### config.mk
export PLATFORM = sky130hd
export DESIGN_NAME = bounded_ordered_list
export DESIGN_NICKNAME = d
export VERILOG_FILES = /design/src/rtl/bol_pkg.sv /design/src/rtl/bol_cell.sv /design/src/rtl/bol_ctrl.sv /design/src/rtl/bounded_ordered_list.sv
export VERILOG_INCLUDE_DIRS = /design/src /design/src/rtl
export SDC_FILE = /design/constraint.sdc
export NUM_CORES = 2
export LEC_CHECK = 0
export ABC_CLOCK_PERIOD_IN_PS = 20000
export BUFFER_PORTS_ARGS = -buffer_cell sky130_fd_sc_hd__buf_2
export CAP_MARGIN = 20
export CORE_ASPECT_RATIO = 0.5
export CORE_MARGIN = 2
export CORE_UTILIZATION = 30
export CTS_CLUSTER_DIAMETER = 80
export DETAILED_ROUTE_END_ITERATION = 6
export HOLD_SLACK_MARGIN = 0.15
export PLACE_DENSITY = 0.49
export SLEW_MARGIN = 20
export SYNTH_ARGS = -nofsm -noshare
export SYNTH_HDL_FRONTEND = slang
export SYNTH_HIERARCHICAL = 1
export SYNTH_SLANG_ARGS = --single-unit
export TNS_END_PERCENT = 1
### constraint.sdc
create_clock -name clk -period 20 [get_ports clk]
set_input_delay 4 -clock clk [delete_from_list [all_inputs] [get_ports clk]]
set_output_delay 4 -clock clk [all_outputs]
set_load 0.005 [all_outputs]
### src/rtl/bounded_ordered_list_assert.svh
// Assertion macros used by the bounded ordered list controller.
// Needs a clock named clk and an active-high reset named rst in scope.
`ifndef BOUNDED_ORDERED_LIST_ASSERT_SVH
`define BOUNDED_ORDERED_LIST_ASSERT_SVH

// Same-cycle implication, disabled during reset.
`define BOL_ASSERT_NOW(lbl, ante, cons, msg) \
  lbl: assert property (@(posedge clk) disable iff (rst) (ante) |-> (cons)) else $error(msg);

// Next-cycle implication, disabled during reset.
`define BOL_ASSERT_NEXT(lbl, ante, cons, msg) \
  lbl: assert property (@(posedge clk) disable iff (rst) (ante) |=> (cons)) else $error(msg);

`endif

### src/rtl/bol_pkg.sv
// Shared types, constants and helpers for the bounded ordered list.
// No dependencies; used by bol_cell, bol_ctrl and bounded_ordered_list.
package bol_pkg;

  localparam int CAPACITY    = 16;
  localparam int ITEM_BITS   = 32;
  localparam int IDX_W       = (CAPACITY > 1) ? $clog2(CAPACITY) : 1;
  localparam int CNT_W       = $clog2(CAPACITY + 1);
  localparam int POS_W       = 4;
  localparam int CMP_W       = (CNT_W > POS_W) ? CNT_W : POS_W;
  localparam int IN_TDATA_W  = 40;
  localparam int OUT_TDATA_W = 40;
  localparam int TUSER_W     = 3;

  typedef logic [ITEM_BITS-1:0] item_t;
  typedef logic [CNT_W-1:0]     count_t;

  typedef enum logic [2:0] {
    OP_INS_FIRST = 3'd0,
    OP_INS_LAST  = 3'd1,
    OP_DEL_VALUE = 3'd2,
    OP_DEL_INDEX = 3'd3,
    OP_DUMP      = 3'd4
  } op_t;

  typedef enum logic [1:0] {
    ST_OK        = 2'd0,
    ST_NOT_FOUND = 2'd1,
    ST_FULL      = 2'd2,
    ST_EMPTY     = 2'd3
  } status_t;

  typedef enum logic [2:0] {
    CK_NOP,
    CK_PUSH,
    CK_APPEND,
    CK_DEL_VAL,
    CK_DEL_POS,
    CK_ROTATE
  } cell_kind_t;

  typedef enum logic {
    S_IDLE,
    S_DUMP
  } state_t;

  // Broadcast from the controller to every cell.
  typedef struct packed {
    cell_kind_t       kind;
    item_t            val;
    count_t           count;
    logic [POS_W-1:0] position;
  } cell_cmd_t;

  // Input word -> stored item: low ITEM_BITS bits, zero above bit 31.
  function automatic item_t to_item(input logic [31:0] d);
    logic [63:0] w;
    item_t       r;
    w = {32'b0, d};
    for (int i = 0; i < ITEM_BITS; i++) r[i] = w[i];
    return r;
  endfunction

  // Stored item -> 32-bit output, sign-extended from ITEM_BITS.
  function automatic logic [31:0] from_item(input item_t v);
    logic [63:0] w;
    logic [31:0] o;
    w = 64'(v);
    for (int i = 0; i < 32; i++) o[i] = (i < ITEM_BITS) ? w[i] : v[ITEM_BITS-1];
    return o;
  endfunction

  // Count -> 5-bit length field.
  function automatic logic [4:0] to_len(input count_t c);
    logic [63:0] w;
    w = 64'(c);
    return w[4:0];
  endfunction

endpackage

### src/rtl/bol_cell.sv
// One list slot of the bounded ordered list cell row.
// Depends on bol_pkg; instantiated in a chain by bounded_ordered_list.
module bol_cell
  import bol_pkg::*;
(
  input  logic             clk,
  input  cell_cmd_t        cmd,
  input  logic [IDX_W-1:0] index,     // fixed slot number
  input  item_t            left,      // neighbor toward the front (data for slot 0)
  input  item_t            right,     // neighbor toward the back (zero for the last slot)
  input  item_t            head,      // slot 0, for rotation during dump
  input  logic             match_in,  // some earlier slot matched
  output logic             match_out,
  output item_t            value
);

  item_t  value_next;
  count_t idx_c;
  logic   occupied;
  logic   hit;
  logic   pos_ok;
  logic   past_pos;

  assign idx_c     = CNT_W'(index);
  assign occupied  = idx_c < cmd.count;
  assign hit       = occupied && (value == cmd.val);
  assign match_out = match_in | hit;
  assign pos_ok    = CMP_W'(cmd.position) < CMP_W'(cmd.count);
  assign past_pos  = CMP_W'(index) >= CMP_W'(cmd.position);

  always_comb begin
    value_next = value;
    case (cmd.kind)
      CK_PUSH:    value_next = left;
      CK_APPEND:  if (idx_c == cmd.count) value_next = cmd.val;
      CK_DEL_VAL: if (match_out) value_next = right;
      CK_DEL_POS: if (pos_ok && past_pos) value_next = right;
      CK_ROTATE: begin
        if (idx_c + 1'b1 < cmd.count) value_next = right;
        else if (idx_c + 1'b1 == cmd.count) value_next = head;
      end
      default: value_next = value;
    endcase
  end

  always_ff @(posedge clk) begin
    value <= value_next;
  end

endmodule

### src/rtl/bol_ctrl.sv
// Controller of the bounded ordered list: op decode, count, dump sequencer,
// result register. Depends on bol_pkg and bounded_ordered_list_assert.svh.
module bol_ctrl
  import bol_pkg::*;
(
  input  logic                   clk,
  input  logic                   rst,
  input  logic                   s_tvalid,
  output logic                   s_tready,
  input  logic [IN_TDATA_W-1:0]  s_tdata,
  input  logic [TUSER_W-1:0]     s_tuser,
  output logic                   m_tvalid,
  input  logic                   m_tready,
  output logic [OUT_TDATA_W-1:0] m_tdata,
  output logic                   m_tlast,
  input  item_t                  head,
  input  logic                   found,
  output cell_cmd_t              cmd
);

  `include "bounded_ordered_list_assert.svh"

  state_t      state, state_next;
  count_t      count, count_next;
  count_t      remaining, remaining_next;
  logic        out_valid;
  logic [31:0] out_item;
  logic        out_last;
  status_t     out_status;
  logic [4:0]  out_length;

  logic        accept;
  logic        out_free;
  logic        emit;
  logic [31:0] emit_item;
  logic        emit_last;
  status_t     emit_status;
  logic        full;
  logic        empty;
  logic        pos_valid;
  op_t         op;
  logic [POS_W-1:0] position;
  cell_kind_t  cmd_kind;
  logic        ins_taken;
  logic        remaining_ok;

  assign out_free  = !out_valid || m_tready;
  assign s_tready  = (state == S_IDLE) && out_free;
  assign accept    = s_tvalid && s_tready;
  assign op        = op_t'(s_tuser);
  assign position  = s_tdata[35:32];
  assign full      = count == count_t'(CAPACITY);
  assign empty     = count == '0;
  assign pos_valid = CMP_W'(position) < CMP_W'(count);

  // Cell command decode; kept apart from the found flag that the row returns.
  always_comb begin
    cmd_kind = CK_NOP;
    unique case (state)
      S_IDLE: begin
        if (accept) begin
          unique case (op)
            OP_INS_FIRST: if (!full) cmd_kind = CK_PUSH;
            OP_INS_LAST:  if (!full) cmd_kind = CK_APPEND;
            OP_DEL_VALUE: if (!empty) cmd_kind = CK_DEL_VAL;
            OP_DEL_INDEX: if (pos_valid) cmd_kind = CK_DEL_POS;
            default: ;
          endcase
        end
      end
      S_DUMP: begin
        if (out_free) cmd_kind = CK_ROTATE;
      end
      default: cmd_kind = CK_NOP;
    endcase
  end

  assign cmd = '{kind: cmd_kind, val: to_item(s_tdata[31:0]), count: count,
                 position: position};

  always_comb begin
    state_next     = state;
    count_next     = count;
    remaining_next = remaining;
    emit           = 1'b0;
    emit_item      = '0;
    emit_last      = 1'b1;
    emit_status    = ST_OK;
    unique case (state)
      S_IDLE: begin
        if (accept) begin
          unique case (op) inside
            OP_INS_FIRST, OP_INS_LAST: begin
              emit = 1'b1;
              if (full) begin
                emit_status = ST_FULL;
              end else begin
                count_next = count + 1'b1;
              end
            end
            OP_DEL_VALUE: begin
              emit = 1'b1;
              if (empty) begin
                emit_status = ST_EMPTY;
              end else begin
                if (found) count_next = count - 1'b1;
                else emit_status = ST_NOT_FOUND;
              end
            end
            OP_DEL_INDEX: begin
              emit = 1'b1;
              if (empty) begin
                emit_status = ST_EMPTY;
              end else if (pos_valid) begin
                count_next = count - 1'b1;
              end else begin
                emit_status = ST_NOT_FOUND;
              end
            end
            OP_DUMP: begin
              if (empty) begin
                emit        = 1'b1;
                emit_status = ST_EMPTY;
              end else begin
                state_next     = S_DUMP;
                remaining_next = count;
              end
            end
            default: ;  // unused codes: no result, no change
          endcase
        end
      end
      S_DUMP: begin
        if (out_free) begin
          emit           = 1'b1;
          emit_item      = from_item(head);
          emit_last      = remaining == count_t'(1);
          remaining_next = remaining - 1'b1;
          if (remaining == count_t'(1)) state_next = S_IDLE;
        end
      end
      default: state_next = S_IDLE;
    endcase
  end

  always_ff @(posedge clk) begin
    if (rst) begin
      state     <= S_IDLE;
      count     <= '0;
      remaining <= '0;
      out_valid <= 1'b0;
    end else begin
      state     <= state_next;
      count     <= count_next;
      remaining <= remaining_next;
      if (emit) out_valid <= 1'b1;
      else if (m_tready) out_valid <= 1'b0;
    end
  end

  always_ff @(posedge clk) begin
    if (emit) begin
      out_item   <= emit_item;
      out_last   <= emit_last;
      out_status <= emit_status;
      out_length <= to_len(count_next);
    end
  end

  assign m_tvalid = out_valid;
  assign m_tlast  = out_last;
  assign m_tdata  = {1'b0, out_length, out_status, out_item};

  assign ins_taken    = accept && !full && (op == OP_INS_FIRST || op == OP_INS_LAST);
  assign remaining_ok = (remaining != '0) && (remaining <= count);

  `BOL_ASSERT_NOW(a_count_bound, 1'b1, count <= count_t'(CAPACITY), "count above capacity")
  `BOL_ASSERT_NOW(a_dump_blocks, state == S_DUMP, !s_tready, "input taken during dump")
  `BOL_ASSERT_NOW(a_dump_remaining, state == S_DUMP, remaining_ok, "dump counter out of range")
  `BOL_ASSERT_NEXT(a_insert_grows, ins_taken, count == $past(count) + 1'b1, "insert did not grow")

endmodule

### src/rtl/bounded_ordered_list.sv
// Top level of the bounded ordered list: controller plus a row of bol_cell.
// Depends on bol_pkg, bol_cell and bol_ctrl.
//
//  Channel | Signals                          | Direction | Carries
//  --------+----------------------------------+-----------+--------------------------------
//  s_      | s_tvalid s_tready s_tdata s_tuser | in        | one op transaction
//  m_      | m_tvalid m_tready m_tdata m_tlast | out       | one result transaction
//
// Insert, delete_value and delete_index are taken back to back while m_ is free; every
// cell compares and shifts at once and the result shows in the cycle after it is taken.
// Dump of n items: once it is taken, s_tready stays low while the row rotates by one
// slot and slot 0 is sent out each cycle, n times over, so the order stays intact.
// A stalled m_ side holds the result register, s_tready and the rotation. Reset
// clears count and control state; cells stay undefined, never read past the count.
module bounded_ordered_list
  import bol_pkg::*;
(
  input  logic                   clk,
  input  logic                   rst,
  input  logic                   s_tvalid,
  output logic                   s_tready,
  input  logic [IN_TDATA_W-1:0]  s_tdata,   // data[31:0], position[35:32], zero pad
  input  logic [TUSER_W-1:0]     s_tuser,   // op[2:0]
  output logic                   m_tvalid,
  input  logic                   m_tready,
  output logic [OUT_TDATA_W-1:0] m_tdata,   // item[31:0], status[33:32], length[38:34], pad
  output logic                   m_tlast    // last
);

  cell_cmd_t cmd;
  item_t     value [CAPACITY];
  item_t     left  [CAPACITY];
  item_t     right [CAPACITY];
  logic      match [CAPACITY+1];

  // Match flag enters the front of the row clear; the tail tells whether
  // delete_value found its item.
  assign match[0] = 1'b0;

  bol_ctrl u_ctrl (
    .clk      (clk),
    .rst      (rst),
    .s_tvalid (s_tvalid),
    .s_tready (s_tready),
    .s_tdata  (s_tdata),
    .s_tuser  (s_tuser),
    .m_tvalid (m_tvalid),
    .m_tready (m_tready),
    .m_tdata  (m_tdata),
    .m_tlast  (m_tlast),
    .head     (value[0]),
    .found    (match[CAPACITY]),
    .cmd      (cmd)
  );

  for (genvar i = 0; i < CAPACITY; i++) begin : g_cell
    // Neighbor wiring: the front takes new data, the back pulls in zero.
    if (i == 0) begin : g_front
      assign left[i] = cmd.val;
    end else begin : g_mid_l
      assign left[i] = value[i-1];
    end
    if (i == CAPACITY - 1) begin : g_back
      assign right[i] = '0;
    end else begin : g_mid_r
      assign right[i] = value[i+1];
    end

    bol_cell u_cell (
      .clk       (clk),
      .cmd       (cmd),
      .index     (IDX_W'(i)),
      .left      (left[i]),
      .right     (right[i]),
      .head      (value[0]),
      .match_in  (match[i]),
      .match_out (match[i+1]),
      .value     (value[i])
    );
  end

endmodule
==> qor.txt <==
Area growth syn-to-layout: 8.83%
Crit. End Element: flip-flop
Max Cap Viol: 0
CTS Buf Count: 68
Synth top area cells: edfxtp_1 (28%), mux2i_1 (8.8%), o21a_1 (6.6%), ha_1 (6.0%), o22ai_1 (5.4%)
CTS clk-pin slew, worst paths: 70 ps
Synthesized area: 58200 µm²
RSZ-0062 raised after global routing: no
H-tree depth: 3
Die outline height: 315 µm
EDFF count, synth: 552
Static leakage: 22.1 nW
Total chip power: 4.09 mW
Asr flop ratio synth: 0
Switch share: 0.352
Max incr delay on CP: 540 ps
Die width: 627 µm
Pin count of the biggest net entering global routing: 175
Multi-input gate area: 38400 µm²
Post-CTS Hold Buffers: 0
CP arrival: 10970 ps
Vias/cell: 5.72
Crit-path slowest cell: buf_4
Clock sink count: 564
Global-route wire length before repair: 347000 µm
Hold Fails Final Rpt: 0
Pre-CTS setup slack: 9020 ps
Clock buffer depth: 3
Setup Viol. Count Final: 0
Mapped Cells: 6003
# DRC: 0
Hold slack: 515 ps
DIE AREA: 198000 µm²
CP Max Fanout: 20
Root cell of the clock tree: clkbuf_16
CTS tree: done
Register area: 16800 µm²
Crit path kind: primary input to flip-flop
Layout cell share with drive strength beyond 1: 0.127
Delay-heaviest family, CP: compound AO/OA/AOI/OAI gates
Netlist cell types: 76
Number of global-route vias before repair: 46500
Dominant cell type by area after synthesis: edfxtp_1
Core area: 193000 µm²
FF+latch count, synth: 564
Setup TNS: 0 ps
Power share of the clock group: 0.322
Wire per inst: 27.3 µm
Gpl congestion: 0.875
Initial antenna violation count: 15
GRT Total Usage: 0.237
TritonRoute pass-1 iters: 5
Power per cell area: 64.6 nW/µm²
DR iter-0 viols: 5591
Final setup margin: 9600 ps
Slew HR: 0.179
Synthesized area per cell: 9.70 µm²
CP Buf/Inv Count: 6
Post-route ant nets: 0
Ports: 90
Post-cts sizing count: 0
Port-buffer cells: 84
Most frequent CP cell: a21o_1
Post-CTS setup buffer count: 0
VDD IR max: 60.6 µV
WL final: 243000 µm
Clock latency on the worst-skew pair: 690 ps
Crit path time final: 10400 ps
Combinational power share: 0.297
Internal power: 2.65 mW
FF-to-FF setup slack: 12420 ps
Sequential area share after synthesis: 0.289
Grt ovf: 0
Worst-Margin Slew: 1230 ps
Initial core utilization: 0.302
Fmax: 96.2 MHz
Via count: 50900
Synth Warn #: 6
CP startpoint kind: primary input
HPWL Detailed: 157000 µm
Clock Skew: 42.3 ps
Status: completed
Synth top area share: 0.285
Seq pwr share: 0.381
Synth cell count leaders: edfxtp_1 (552), o21a_1 (514), mux2i_1 (513)
Worst min path class: flip-flop to flip-flop
Req. time, crit path: 20570 ps
Top-count cell post-synth: edfxtp_1
Switching Power: 1.44 mW
Fin. max-slew vios: 0
Post-synth top flop: edfxtp_1
Final nets: 6568
Filler cells: 20000
Row count: 114
Period utilization: 0.520
worst reg2reg max path, delay by kind of cell, from the launching register on:
family	cells	cell delay, ps
buf+inv	5	970
compound gates	20	4780
xor+xnor	1	130
flops	1	1140
simple gates	1	120
mux	1	340
power by group through the flow:
stage	logic, mW	clock network [mW]	registers, mW
4_1_cts	1.19	1.34	1.55
3_5_place_dp	1.19	0	1.58
5_1_grt	1.30	1.38	1.56
6_report	1.22	1.32	1.56
2_1_floorplan	0.925	0	1.53
3_3_place_gp	1.17	0	1.58
cells in the final DEF, fill, tap and decap left out, types with 16 or more instances in the layout:
cell and instances:
xnor2_1 273, nor4_1 84, nand2b_1 76, a211oi_4 16, a211oi_1 402, o22ai_2 21
buf_4 198, ha_1 279, inv_1 169, a21oi_1 446, a21o_1 56, clkbuf_16 70
clkbuf_1 16, o21ai_0 73, o22ai_1 501, nor2b_1 309, and3_1 50, xor2_1 275
o21ai_1 129, clkinv_1 23, and2b_2 192, buf_2 84, edfxtp_1 552, nand4_1 95
mux2i_1 513, a2111oi_0 23, nand2_1 41, conb_1 371, o21a_1 514, nand3_1 44
nor2_1 60, mux2_2 128, and2b_1 36, nor3_1 17
path summary, 6_finish.rpt:
check | cells past startpoint | end | from
min | 2 | u_ctrl/remaining[0] | u_ctrl/remaining[0]
max reg2reg | 28 | u_ctrl/count[0] | g_cell[0].u_cell/value[3]
min reg2reg | 2 | u_ctrl/remaining[0] | u_ctrl/remaining[0]
max | 30 | u_ctrl/count[0] | s_tdata[0]
stage by stage:
step                instances  area, µm²  utilization
floorplan                6371      59600            -
global placement         8781      61100        0.317
detailed placement       8782      61100        0.317
CTS                      8907      63300        0.328
global route             8907      63300        0.328
finish                   8912      63300        0.328
kinds of logic (layout without fill, tap and decap cells):
| kind of cell | Yosys count | count (layout) | share of synthesized area |
|---|---|---|---|
| AO/OA/AOI/OAI | 2251 | 2251 | 0.260 |
| AND/OR/NAND/NOR | 1050 | 1050 | 0.117 |
| buffers and inverters | 666 | 592 | 0.0781 |
| multiplexers | 642 | 642 | 0.113 |
| flip-flops | 564 | 564 | 0.289 |
| XOR/XNOR | 548 | 548 | 0.0825 |
| adder cells (fa/ha/maj) | 279 | 279 | 0.0600 |
| other | 3 | 376 | 0.000193 |
cell type report:
type	count	area share
Multi-Input combinational cell	5141	0.606
Timing Repair Buffer	285	0.0310
Clock buffer	87	0.0288
Clock inverter	38	0.00604
Tap cell	2610	0.0516
Inverter	182	0.0108
Antenna cell	5	0.000198
Sequential cell	564	0.266
registers in the layout (all words and copies together) (netlist names):
| signal | count |
|---|---|
| u_ctrl/state | 1 |
| u_ctrl/count | 5 |
| u_ctrl/out_item | 32 |
| u_ctrl/out_length | 5 |
| u_ctrl/m_tlast | 1 |
| u_ctrl/out_status | 2 |
| u_ctrl/m_tvalid | 1 |
| g_cell.u_cell/value | 512 |
| u_ctrl/remaining | 5 |
layer usage:
layer,up-vias,GRT usage,part of all wire,wire length [µm]
li1,23000,-,-,-
met1,25300,0.328,0.44,107000
met2,2213,0.363,0.44,106000
met3,396,0.0517,0.088,21500
met4,0,0.0835,0.037,9120
met5,-,0,0,0
Note: power is estimated with default switching activity, not from simulation.
